**src/hw/rtl/obd_pkg.sv**
```systemverilog
// obd_pkg: shared types, codes and constants for the obd mode 01 response decoder
// no dependencies; used by obd_frame_tracker, obd_result_decode and the top level
`timescale 1ns / 1ps
`default_nettype none

package obd_pkg;

	localparam int MAX_FRAME = 64;
	localparam int CNT_W     = $clog2(MAX_FRAME + 1);
	localparam int PAYLOAD_N = 4;
	localparam int PC_W      = $clog2(PAYLOAD_N + 1);

	localparam logic [7:0] MODE_RESP = 8'h41;

	localparam logic [7:0] PID_RPM     = 8'h0C;
	localparam logic [7:0] PID_COOLANT = 8'h05;
	localparam logic [7:0] PID_STFT    = 8'h06;
	localparam logic [7:0] PID_LTFT    = 8'h07;
	localparam logic [7:0] PID_O2      = 8'h14;
	localparam logic [7:0] PID_WB_LO0  = 8'h24;
	localparam logic [7:0] PID_WB_HI0  = 8'h2B;
	localparam logic [7:0] PID_WB_LO1  = 8'h34;
	localparam logic [7:0] PID_WB_HI1  = 8'h3B;
	localparam logic [7:0] PID_CMD_LAM = 8'h44;

	localparam logic [2:0] ST_OK        = 3'd0;
	localparam logic [2:0] ST_SHORT     = 3'd1;
	localparam logic [2:0] ST_NO_MATCH  = 3'd2;
	localparam logic [2:0] ST_UNKNOWN   = 3'd3;
	localparam logic [2:0] ST_LAM_FLOOR = 3'd4;

	localparam logic [2:0] Q_RPM     = 3'd0;
	localparam logic [2:0] Q_COOLANT = 3'd1;
	localparam logic [2:0] Q_STFT    = 3'd2;
	localparam logic [2:0] Q_LTFT    = 3'd3;
	localparam logic [2:0] Q_O2      = 3'd4;
	localparam logic [2:0] Q_WB_LAM  = 3'd5;
	localparam logic [2:0] Q_CMD_LAM = 3'd6;

	localparam logic [15:0] LAMBDA_FLOOR_RST = 16'd13108;
	localparam logic [7:0]  COOLANT_OFS      = 8'd40;
	localparam logic [16:0] TRIM_SCALE       = 17'd100;
	localparam logic [16:0] TRIM_OFS         = 17'd12800;
	localparam logic [24:0] AFR_SCALE        = 25'd147;

	// frame state as seen after the current beat
	typedef struct packed {
		logic            match;
		logic [CNT_W-1:0] byte_count;
		logic [PC_W-1:0]  payload_count;
		logic [7:0]       p0;
		logic [7:0]       p1;
	} frame_t;

	typedef struct packed {
		logic [2:0]         status;
		logic [2:0]         quantity;
		logic signed [16:0] value_a;
		logic signed [24:0] value_b;
	} result_t;

endpackage

`default_nettype wire

```
**src/hw/rtl/obd_pid_response_decoder_top.sv**
```systemverilog
// obd_pid_response_decoder_top: input register, frame tracker, decode and result register
// depends on obd_pkg, obd_frame_tracker and obd_result_decode
//
// usage:
//   s_* takes one received response byte per beat: s_tdata is the byte, s_tuser the
//   requested pid, s_tlast marks the final byte of the frame. only the beat with
//   s_tlast high yields a result beat on m_*; other beats update the frame state.
//   m_tuser carries status and quantity, m_tdata the two fixed-point values.
//   cfg_* writes lambda_floor, the smallest raw lambda code taken as valid;
//   write it only while the block is idle. cfg_ready is always high.
//   path: a result beat passes through the input register, then the result register,
//   before it is presented on m_*; a result stall can hold its last byte in the input
//   register. throughput is one byte per cycle while no such stall holds the input
//   register, set by the single decode pass between the two registers.
//   reset: frame state clears, no result is pending, lambda_floor returns to 13108.
//   stall: while m_tready is low and a result waits, bytes that end no frame keep
//   flowing; a second last byte holds in the input register and s_tready drops.
`timescale 1ns / 1ps
`default_nettype none

module obd_pid_response_decoder_top (
	input  wire logic        clk,
	input  wire logic        arst_n,
	input  wire logic        s_tvalid,
	output      logic        s_tready,
	input  wire logic [7:0]  s_tdata,   // rx_byte
	input  wire logic [7:0]  s_tuser,   // requested_pid
	input  wire logic        s_tlast,   // last_byte
	output      logic        m_tvalid,
	input  wire logic        m_tready,
	output      logic [47:0] m_tdata,   // value_a[16:0], value_b[41:17], zero pad
	output      logic [7:0]  m_tuser,   // status[2:0], quantity[5:3], zero pad
	input  wire logic        cfg_valid,
	output      logic        cfg_ready,
	input  wire logic [15:0] cfg_data   // lambda_floor
);

	logic [15:0] lambda_floor_q;

	logic       valid_s1;
	logic [7:0] byte_s1;
	logic [7:0] pid_s1;
	logic       last_s1;

	logic              step;
	obd_pkg::frame_t   frame;
	obd_pkg::result_t  result;
	obd_pkg::result_t  out_q;
	logic              out_valid_q;

	assign cfg_ready = 1'b1;
	assign step      = valid_s1 && (!last_s1 || !out_valid_q || m_tready);
	assign s_tready  = !valid_s1 || step;

	always_ff @(posedge clk or negedge arst_n) begin
		if (!arst_n) begin
			lambda_floor_q <= obd_pkg::LAMBDA_FLOOR_RST;
		end else if (cfg_valid && cfg_ready) begin
			lambda_floor_q <= cfg_data;
		end
	end

	always_ff @(posedge clk or negedge arst_n) begin
		if (!arst_n) begin
			valid_s1 <= 1'b0;
		end else if (s_tvalid && s_tready) begin
			valid_s1 <= 1'b1;
		end else if (step) begin
			valid_s1 <= 1'b0;
		end
	end

	always_ff @(posedge clk) begin
		if (s_tvalid && s_tready) begin
			byte_s1 <= s_tdata;
			pid_s1  <= s_tuser;
			last_s1 <= s_tlast;
		end
	end

	obd_frame_tracker u_frame (
		.clk     (clk),
		.arst_n  (arst_n),
		.step    (step),
		.rx_byte (byte_s1),
		.pid     (pid_s1),
		.last    (last_s1),
		.frame   (frame)
	);

	obd_result_decode u_decode (
		.frame        (frame),
		.pid          (pid_s1),
		.lambda_floor (lambda_floor_q),
		.result       (result)
	);

	always_ff @(posedge clk or negedge arst_n) begin
		if (!arst_n) begin
			out_valid_q <= 1'b0;
		end else if (step && last_s1) begin
			out_valid_q <= 1'b1;
		end else if (m_tready) begin
			out_valid_q <= 1'b0;
		end
	end

	always_ff @(posedge clk) begin
		if (step && last_s1) begin
			out_q <= result;
		end
	end

	assign m_tvalid = out_valid_q;
	assign m_tdata  = {6'd0, out_q.value_b, out_q.value_a};
	assign m_tuser  = {2'd0, out_q.quantity, out_q.status};

endmodule

`default_nettype wire

```
**src/hw/rtl/obd_frame_tracker.sv**
```systemverilog
// obd_frame_tracker: byte count, 0x41 + pid match search and payload capture
// depends on obd_pkg
`timescale 1ns / 1ps
`default_nettype none

module obd_frame_tracker (
	input  wire logic          clk,
	input  wire logic          arst_n,
	input  wire logic          step,
	input  wire logic [7:0]    rx_byte,
	input  wire logic [7:0]    pid,
	input  wire logic          last,
	output obd_pkg::frame_t    frame
);

	logic [obd_pkg::CNT_W-1:0] byte_count_q;
	logic [7:0]                prev_q;
	logic                      match_q;
	logic [obd_pkg::PC_W-1:0]  payload_count_q;
	logic [7:0]                payload_q [obd_pkg::PAYLOAD_N];

	logic counted;
	logic wr_payload;
	logic hit;

	assign counted    = byte_count_q < obd_pkg::CNT_W'(obd_pkg::MAX_FRAME);
	assign wr_payload = counted && match_q &&
		(payload_count_q < obd_pkg::PC_W'(obd_pkg::PAYLOAD_N));
	assign hit        = counted && !match_q && (byte_count_q != '0) &&
		(prev_q == obd_pkg::MODE_RESP) && (rx_byte == pid);

	always_comb begin
		frame.match         = match_q || hit;
		frame.byte_count    = counted ? byte_count_q + 1'b1 : byte_count_q;
		frame.payload_count = wr_payload ? payload_count_q + 1'b1 : payload_count_q;
		frame.p0 = (wr_payload && payload_count_q == '0) ? rx_byte : payload_q[0];
		frame.p1 = (wr_payload && payload_count_q == obd_pkg::PC_W'(1)) ?
			rx_byte : payload_q[1];
	end

	always_ff @(posedge clk or negedge arst_n) begin
		if (!arst_n) begin
			byte_count_q    <= '0;
			prev_q          <= '0;
			match_q         <= 1'b0;
			payload_count_q <= '0;
		end else if (step) begin
			if (last) begin
				byte_count_q    <= '0;
				prev_q          <= '0;
				match_q         <= 1'b0;
				payload_count_q <= '0;
			end else begin
				byte_count_q    <= frame.byte_count;
				match_q         <= frame.match;
				payload_count_q <= frame.payload_count;
				if (counted) begin
					prev_q <= rx_byte;
				end
			end
		end
	end

	always_ff @(posedge clk) begin
		if (step && wr_payload) begin
			payload_q[payload_count_q[1:0]] <= rx_byte;
		end
	end

endmodule

`default_nettype wire

```
**src/hw/rtl/obd_result_decode.sv**
```systemverilog
// obd_result_decode: turns the end-of-frame state into status and fixed-point values
// depends on obd_pkg
`timescale 1ns / 1ps
`default_nettype none

module obd_result_decode (
	input  wire obd_pkg::frame_t  frame,
	input  wire logic [7:0]       pid,
	input  wire logic [15:0]      lambda_floor,
	output obd_pkg::result_t      result
);

	logic [15:0]        ab;
	logic signed [16:0] trim_a;
	logic signed [16:0] trim_b;
	logic               is_wb;
	logic               n1;
	logic               n2;
	logic               n4;
	logic               lam_ok;

	assign ab     = {frame.p0, frame.p1};
	assign trim_a = $signed({9'd0, frame.p0} * obd_pkg::TRIM_SCALE - obd_pkg::TRIM_OFS);
	assign trim_b = $signed({9'd0, frame.p1} * obd_pkg::TRIM_SCALE - obd_pkg::TRIM_OFS);
	assign is_wb  = (pid >= obd_pkg::PID_WB_LO0 && pid <= obd_pkg::PID_WB_HI0) ||
		(pid >= obd_pkg::PID_WB_LO1 && pid <= obd_pkg::PID_WB_HI1);
	assign n1     = frame.payload_count >= obd_pkg::PC_W'(1);
	assign n2     = frame.payload_count >= obd_pkg::PC_W'(2);
	assign n4     = frame.payload_count >= obd_pkg::PC_W'(4);
	assign lam_ok = ab >= lambda_floor;

	always_comb begin
		result.status   = obd_pkg::ST_OK;
		result.quantity = obd_pkg::Q_RPM;
		result.value_a  = '0;
		result.value_b  = '0;
		if (frame.byte_count < obd_pkg::CNT_W'(4)) begin
			result.status = obd_pkg::ST_SHORT;
		end else if (!frame.match || !n1) begin
			result.status = obd_pkg::ST_NO_MATCH;
		end else if (pid == obd_pkg::PID_RPM && n2) begin
			result.value_a = $signed({1'b0, ab});
		end else if (pid == obd_pkg::PID_COOLANT) begin
			result.quantity = obd_pkg::Q_COOLANT;
			result.value_a  = $signed({9'd0, frame.p0} - {9'd0, obd_pkg::COOLANT_OFS});
		end else if (pid == obd_pkg::PID_STFT) begin
			result.quantity = obd_pkg::Q_STFT;
			result.value_a  = trim_a;
		end else if (pid == obd_pkg::PID_LTFT) begin
			result.quantity = obd_pkg::Q_LTFT;
			result.value_a  = trim_a;
		end else if (pid == obd_pkg::PID_O2 && n2) begin
			result.quantity = obd_pkg::Q_O2;
			result.value_a  = $signed({9'd0, frame.p0});
			result.value_b  = 25'(trim_b);
		end else if (is_wb && n4) begin
			result.quantity = obd_pkg::Q_WB_LAM;
			result.value_a  = $signed({1'b0, ab});
			if (lam_ok) begin
				result.value_b = $signed({9'd0, ab} * obd_pkg::AFR_SCALE);
			end else begin
				result.status = obd_pkg::ST_LAM_FLOOR;
			end
		end else if (pid == obd_pkg::PID_CMD_LAM && n2) begin
			result.quantity = obd_pkg::Q_CMD_LAM;
			result.value_a  = $signed({1'b0, ab});
			result.status   = lam_ok ? obd_pkg::ST_OK : obd_pkg::ST_LAM_FLOOR;
		end else begin
			result.status = obd_pkg::ST_UNKNOWN;
		end
	end

endmodule

`default_nettype wire

```
**config.mk**
```make
export PLATFORM = sky130hd
export DESIGN_NAME = obd_pid_response_decoder_top
export DESIGN_NICKNAME = d
export VERILOG_FILES = /design/src/hw/rtl/obd_pkg.sv /design/src/hw/rtl/obd_pid_response_decoder_top.sv /design/src/hw/rtl/obd_frame_tracker.sv /design/src/hw/rtl/obd_result_decode.sv
export SDC_FILE = /design/constraint.sdc
export NUM_CORES = 1
export LEC_CHECK = 0
export BUFFER_PORTS_ARGS = -buffer_cell sky130_fd_sc_hd__buf_2
export CAP_MARGIN = 5
export CELL_PAD_IN_SITES_DETAIL_PLACEMENT = 1
export CELL_PAD_IN_SITES_GLOBAL_PLACEMENT = 1
export CORE_AREA = 2 2 146 148
export CTS_CLUSTER_DIAMETER = 120
export CTS_CLUSTER_SIZE = 20
export DETAILED_ROUTE_END_ITERATION = 6
export DIE_AREA = 0 0 148 150
export PLACE_DENSITY = 0.78
export SETUP_SLACK_MARGIN = 0.02
export SLEW_MARGIN = 30
export SYNTH_ARGS = -nofsm -noshare
export SYNTH_HDL_FRONTEND = slang
export SYNTH_SLANG_ARGS = --single-unit
export TNS_END_PERCENT = 10
```
**constraint.sdc**
```tcl
create_clock -name clk -period 10.45 [get_ports clk]
set_input_delay 0.5225 -clock clk [delete_from_list [all_inputs] [get_ports clk]]
set_output_delay 0.5225 -clock clk [all_outputs]
set_load 0.03 [all_outputs]
```
-- Word-level counts from Yosys, hierarchy flattened
Memories as Yosys holds them, arrays and structs flattened.
Index checks and enable logic that the tools add are counted.
- $add $sub $neg: 5
- $mul: 3
- $lt $le $gt $ge: 11
- equality and inequality tests: 9
- multiplexer cells: 39
- reduce and logical (&&, ||, !) cells: 41
- operators with widths (cell ; count):
    $mux 23 ; 8
    $mux 20 ; 4
    $mux 24 ; 2
    $mux 45 ; 1
    $mux 8 ; 4
    $sub 15x14->16 const B ; 2
    $mul 8x5->13 const B ; 2
    $eq 8x3->1 const B ; 3
    $mul 16x8->24 const B ; 1
    $logic_and 1x1->1 ; 18
    $eq 8x7->1 const B ; 2
    $ge 16x16->1 ; 1
    $ge 8x6->1 const B ; 2
    $le 8x6->1 const B ; 2
    $mux 16 ; 1
    $mux 7 ; 2
    $mux 3 ; 4
    $mux 2 ; 5
    $sub 8x6->9 const B ; 1
    $eq 8x4->1 const B ; 1
    $eq 8x5->1 const B ; 1
    $eq 8x8->1 ; 1
    $add 7x1->7 const B ; 1
    $lt 7x3->1 const B ; 1
    other kinds (20) ; 38
- flip-flop bits (word level): 102
- bits in writable memories: 32
- bits of input ports: 38
- output and inout bits: 59
- word-level logic and storage cells: 127
- memories: 1
- memories (name ; words ; width ; rd ports ; clocked after Yosys merged registers in ; wr ports ; RTL line ; text):
    u_frame.payload_q ; 4 ; 8 ; 2 ; 0 ; 1 ; obd_frame_tracker.sv:20 ; logic [7:0] payload_q [obd_pkg::PAYLOAD_N];

-- Depth between registers and ports, before layout
- depth in word-level cells: 22
- depth in mapped cells: 22
- gate-level depth less buffers: 21

-- By module
A second synthesis with hierarchy kept.
- cells, all modules: 889
- area total of the unflattened synthesis: 9387.8 sq um
- by module, submodules not included (module ; times used ; cells each ; area an instance (sq um) ; seq. area each (sq um)):
    obd_result_decode ; 1 ; 597 ; 4594.4 ; 0.0
    obd_pid_response_decoder_top ; 1 ; 120 ; 2783.9 ; 2411.1
    obd_frame_tracker ; 1 ; 172 ; 2009.4 ; 955.9

-- Worst setup path after synthesis
No wires, ideal clock.
- kind: register -> register
- from: register u_frame.byte_count_q[6] (netlist name)
- to: register out_q, in the netlist m_tdata[38] (data pin)
- setup time: 0.257 ns
- data arrival time: 4.854 ns
- required time: 10.193 ns
- path slack: 5.339 ns
- cell stages (with the launch flop): 18
- path buffers: 1
- clock period less this slack: 5.111 ns
- cell sequence: dfrtp_1 nor3b_4 and2_1 clkbuf_1 mux2_2 ha_1 fa_1 inv_1 fa_1 inv_1 ha_1 a2111o_1 o21ai_0 o211a_1 o211ai_1 a21oi_1 xor2_1 o21ai_1
- cells in the longest elaborated chain, start to end: 9
- elaborated cells on any way between the ends: 34
- those cells by class: add/sub (2); mul (2); order compare (6); mux (7); reduce/logical (17)
- ends and longest elaborated chain (item ; RTL line ; text):
    start, declared ; obd_frame_tracker.sv:16 ; logic [obd_pkg::CNT_W-1:0] byte_count_q;
    start signal, assigned ; obd_frame_tracker.sv:54 ; byte_count_q <= frame.byte_count;
    parallel branches: the longest is 9 deep, another holds $sub 15x14->16 ; -- ;
    end signal, assigned ; obd_pid_response_decoder_top.sv:110 ; out_q <= result;
    end, declared ; obd_pid_response_decoder_top.sv:48 ; obd_pkg::result_t out_q;
Parallel ways; which one is timed is not known.
A chain may end at the register's enable or synchronous reset.

-- Worst setup path in the final report
Ends and elaborated chain as after synthesis.

==> metrics.md <==
| Metric | Value |
|---|---|
| Max FO, Critical Path | `9` |
| Die H | `150 um` |
| Min Clock Period, post-route | `5.569 ns` |
| DR WL/cell | `19.58 um` |
| Iteration-0 DRC Markers | `421` |
| Crit-path leading delay family | `adder cells` |
| Post-synth top flop | `edfxtp_1` |
| Residual DRC | `0` |
| Status | `finished clean` |
| Clk_lat worst skew | `0.45 ns` |
| Share of the synthesized area in the top cell type | `0.2660` |
| IO Count | `97` |
| Final hold vios | `0` |
| Cells after synthesis | `882` |
| CTS sink count | `118` |
| Share of post-route cells with drive strength above 1 | `0.1648` |
| IO buf count | `87` |
| Dpl hpwl | `18.66 mm` |
| CTS clk-pin slew, worst paths | `0.07 ns` |
| Total length of routed wires | `24.63 mm` |
| Fmax | `179.6 MHz` |
| Crit-path max cell delay | `0.53 ns` |
| Pin count of the biggest net entering global routing | `38` |
| Antenna violations before repair | `0` |
| Peak VDD IR | `112.0 uV` |
| Top post-synthesis cells by count | `ha_1 (131), inv_1 (117), edfxtp_1 (81)` |
| Crit path required time | `10.64 ns` |
| Post-synthesis to final-layout area growth | `13.44%` |
| Max-Cap Viols | `0` |
| CTS tree | `built` |
| Gr ovfl total | `0` |
| Syn Area/Cell | `10.37 sq um` |
| Final Cell Area | `10370 sq um` |
| Gr usage total | `0.2313` |
| Max_slew headroom | `0.4253` |
| Leakage power | `4.755 nW` |
| Vias/cell | `5.494` |
| Detail Route Antenna Nets | `0` |
| Vias in the first global route | `7405` |
| Placement Rows | `53` |
| FFs w/ async S/R, synth | `0.3136` |
| Die area | `22200 sq um` |
| Cts repair resizes | `0` |
| RSZ-0062 raised after global routing | `false` |
| CP cell instances | `nor3b_4 > and2_1 > mux2_2 > ha_1 > fa_1 > inv_1 > fa_1 > inv_1 > ha_1 > a2111o_1 > o21ai_0 > o211a_1 > o211ai_1 > a21oi_1 > xor2_1 > o21ai_1` |
| Placed Cells incl. Taps | `1226` |
| First-pass GRT wire length | `39.44 mm` |
| CP Launch Type | `flop` |
| Yosys warns | `0` |
| Number of CTS-inserted buffers | `17` |
| Tightest Pin Transition | `0.8621 ns` |
| Fin crit share | `0.5329` |
| Cell Count, Final, Fillers Out | `1258` |
| Placer Congestion | `0.8371` |
| Critical path class | `reg2reg` |
| Layout Nets | `1166` |
| Antenna cells | `0` |
| Min-delay worst type | `in2async` |
| Cell variety after synth | `81` |
| Initial core utilization | `0.4420` |
| Placed Area | `9794 sq um` |
| Total core area | `20690 sq um` |
| Pwr per Cell Area | `118.2 nW/um^2` |
| Sequential area share after synthesis | `0.3682` |
| Mapped Area | `9145 sq um` |
| DR vias | `6912` |
| Slowest-stage cell, CP | `fa_1` |
| Post-synth top area cell | `edfxtp_1` |
| Number of synthesized flops with an enable pin | `81` |
| Top-count cell post-synth | `ha_1` |
| Pre-antenna DRT Iters | `5` |
| Fin util | `0.5014` |
| Count of buffer and inverter cells on the critical path | `2` |
| CTS hold repair buffers | `0` |
| Top cells by area, synth | `edfxtp_1 (27%), ha_1 (18%), dfrtp_1 (8.2%)` |
| CTS Buffer Depth | `2` |
| Die width | `148 um` |
| #FFs+latches synth | `118` |
| Postcts setup bufs | `0` |
| Setup-failing EPs final | `0` |
| Crit end category | `flop` |
| Worst hold slack | `0.1831 ns` |
| Worst clock skew | `0.01251 ns` |
| Clk root buf | `clkbuf_16` |
| Final Max Slew Viols | `0` |
| TNS Setup | `0 ns` |
| Htree depth | `4` |
| WP data arrival | `5.76 ns` |
final timing paths:
check                                                         start                            end  slack [ns]  cells after the start
worst max register to register  u_frame.byte_count_q[6]$_DFFE_PN0P_      m_tdata[38]$_SDFFCE_PP0P_        4.88                     16
worst min register to register        u_frame.prev_q[6]$_DFFE_PN0P_  u_frame.prev_q[6]$_DFFE_PN0P_        0.50                      1
max in group asynchronous                                    arst_n  lambda_floor_q[1]$_DFFE_PN0P_        9.71                      1
worst max-delay path            u_frame.byte_count_q[6]$_DFFE_PN0P_      m_tdata[38]$_SDFFCE_PP0P_        4.88                     16
worst min-delay path                                         arst_n           valid_s1$_DFFE_PN0P_        0.18                      1
min in group clk                                         s_tuser[1]            pid_s1[1]$_DFFE_PP_        0.25                      1
layout by cell type (no fill, tap or decap), drive strengths merged, types with 12 or more instances in the layout:
cell	n
xnor2	19
a21oi	51
dfrtp	30
mux2	12
xor2	30
a21o	15
nand2	54
fa	27
clkbuf	17
ha	131
nor2	54
buf	89
edfxtp	81
inv	126
o21ai	60
routing by layer:
layer	track usage	wire length (um)	up-vias
met1	0.2869	10760	3449
met5	0	0	-
li1	-	-	3293
met2	0.4132	12660	133
met4	0.08381	530	0
met3	0.02957	683	37
power by group:
part	total (W)	internal (W)	switching, W
combinational	0.0000982	0.0000321	0.0000661
sequential	0.000547	0.000528	0.0000194
clock	0.000581	0.000317	0.000264
total	0.00123	0.000877	0.000349
cell type report:
cell class,count,area [sq um]
clock inverters,15,153.9
clock buffers,17,425.4
well taps,275,344.1
flip-flops and latches,118,3367
fillers,2322,10320
repair buffers,89,450.4
multi-input cells,627,5194
inverters,117,439.2
flip-flops by register name, indices dropped and copies added, names as in the netlist:
signal	count
valid_s1	1
u_frame.payload_count_q	3
m_tdata	42
last_s1	1
u_frame.payload_q	16
u_frame.match_q	1
pid_s1	8
u_frame.byte_count_q	7
m_tvalid	1
m_tuser	6
byte_s1	8
lambda_floor_q	16
u_frame.prev_q	8
cells by family (layout without fill, tap and decap cells):
logic type | count (synthesis) | count (layout) | synth area share
other cells | 2 | 9 | 0.0008212
xor+xnor | 49 | 49 | 0.04693
mux | 21 | 21 | 0.02504
buf+inv | 144 | 238 | 0.06690
fa+ha+maj | 158 | 158 | 0.2383
flops | 118 | 118 | 0.3682
simple gates | 180 | 180 | 0.1015
compound gates | 210 | 210 | 0.1523
stage by stage:
step	worst slack, ns	power [W]
floorplan	5.339	0.0006178
global placement	5.014	0.0006499
detailed placement	4.945	0.0006537
CTS	4.904	0.001236
global route	4.583	0.001265
finish	4.881	0.001226
No activity file was read; power rests on OpenSTA's default activity.
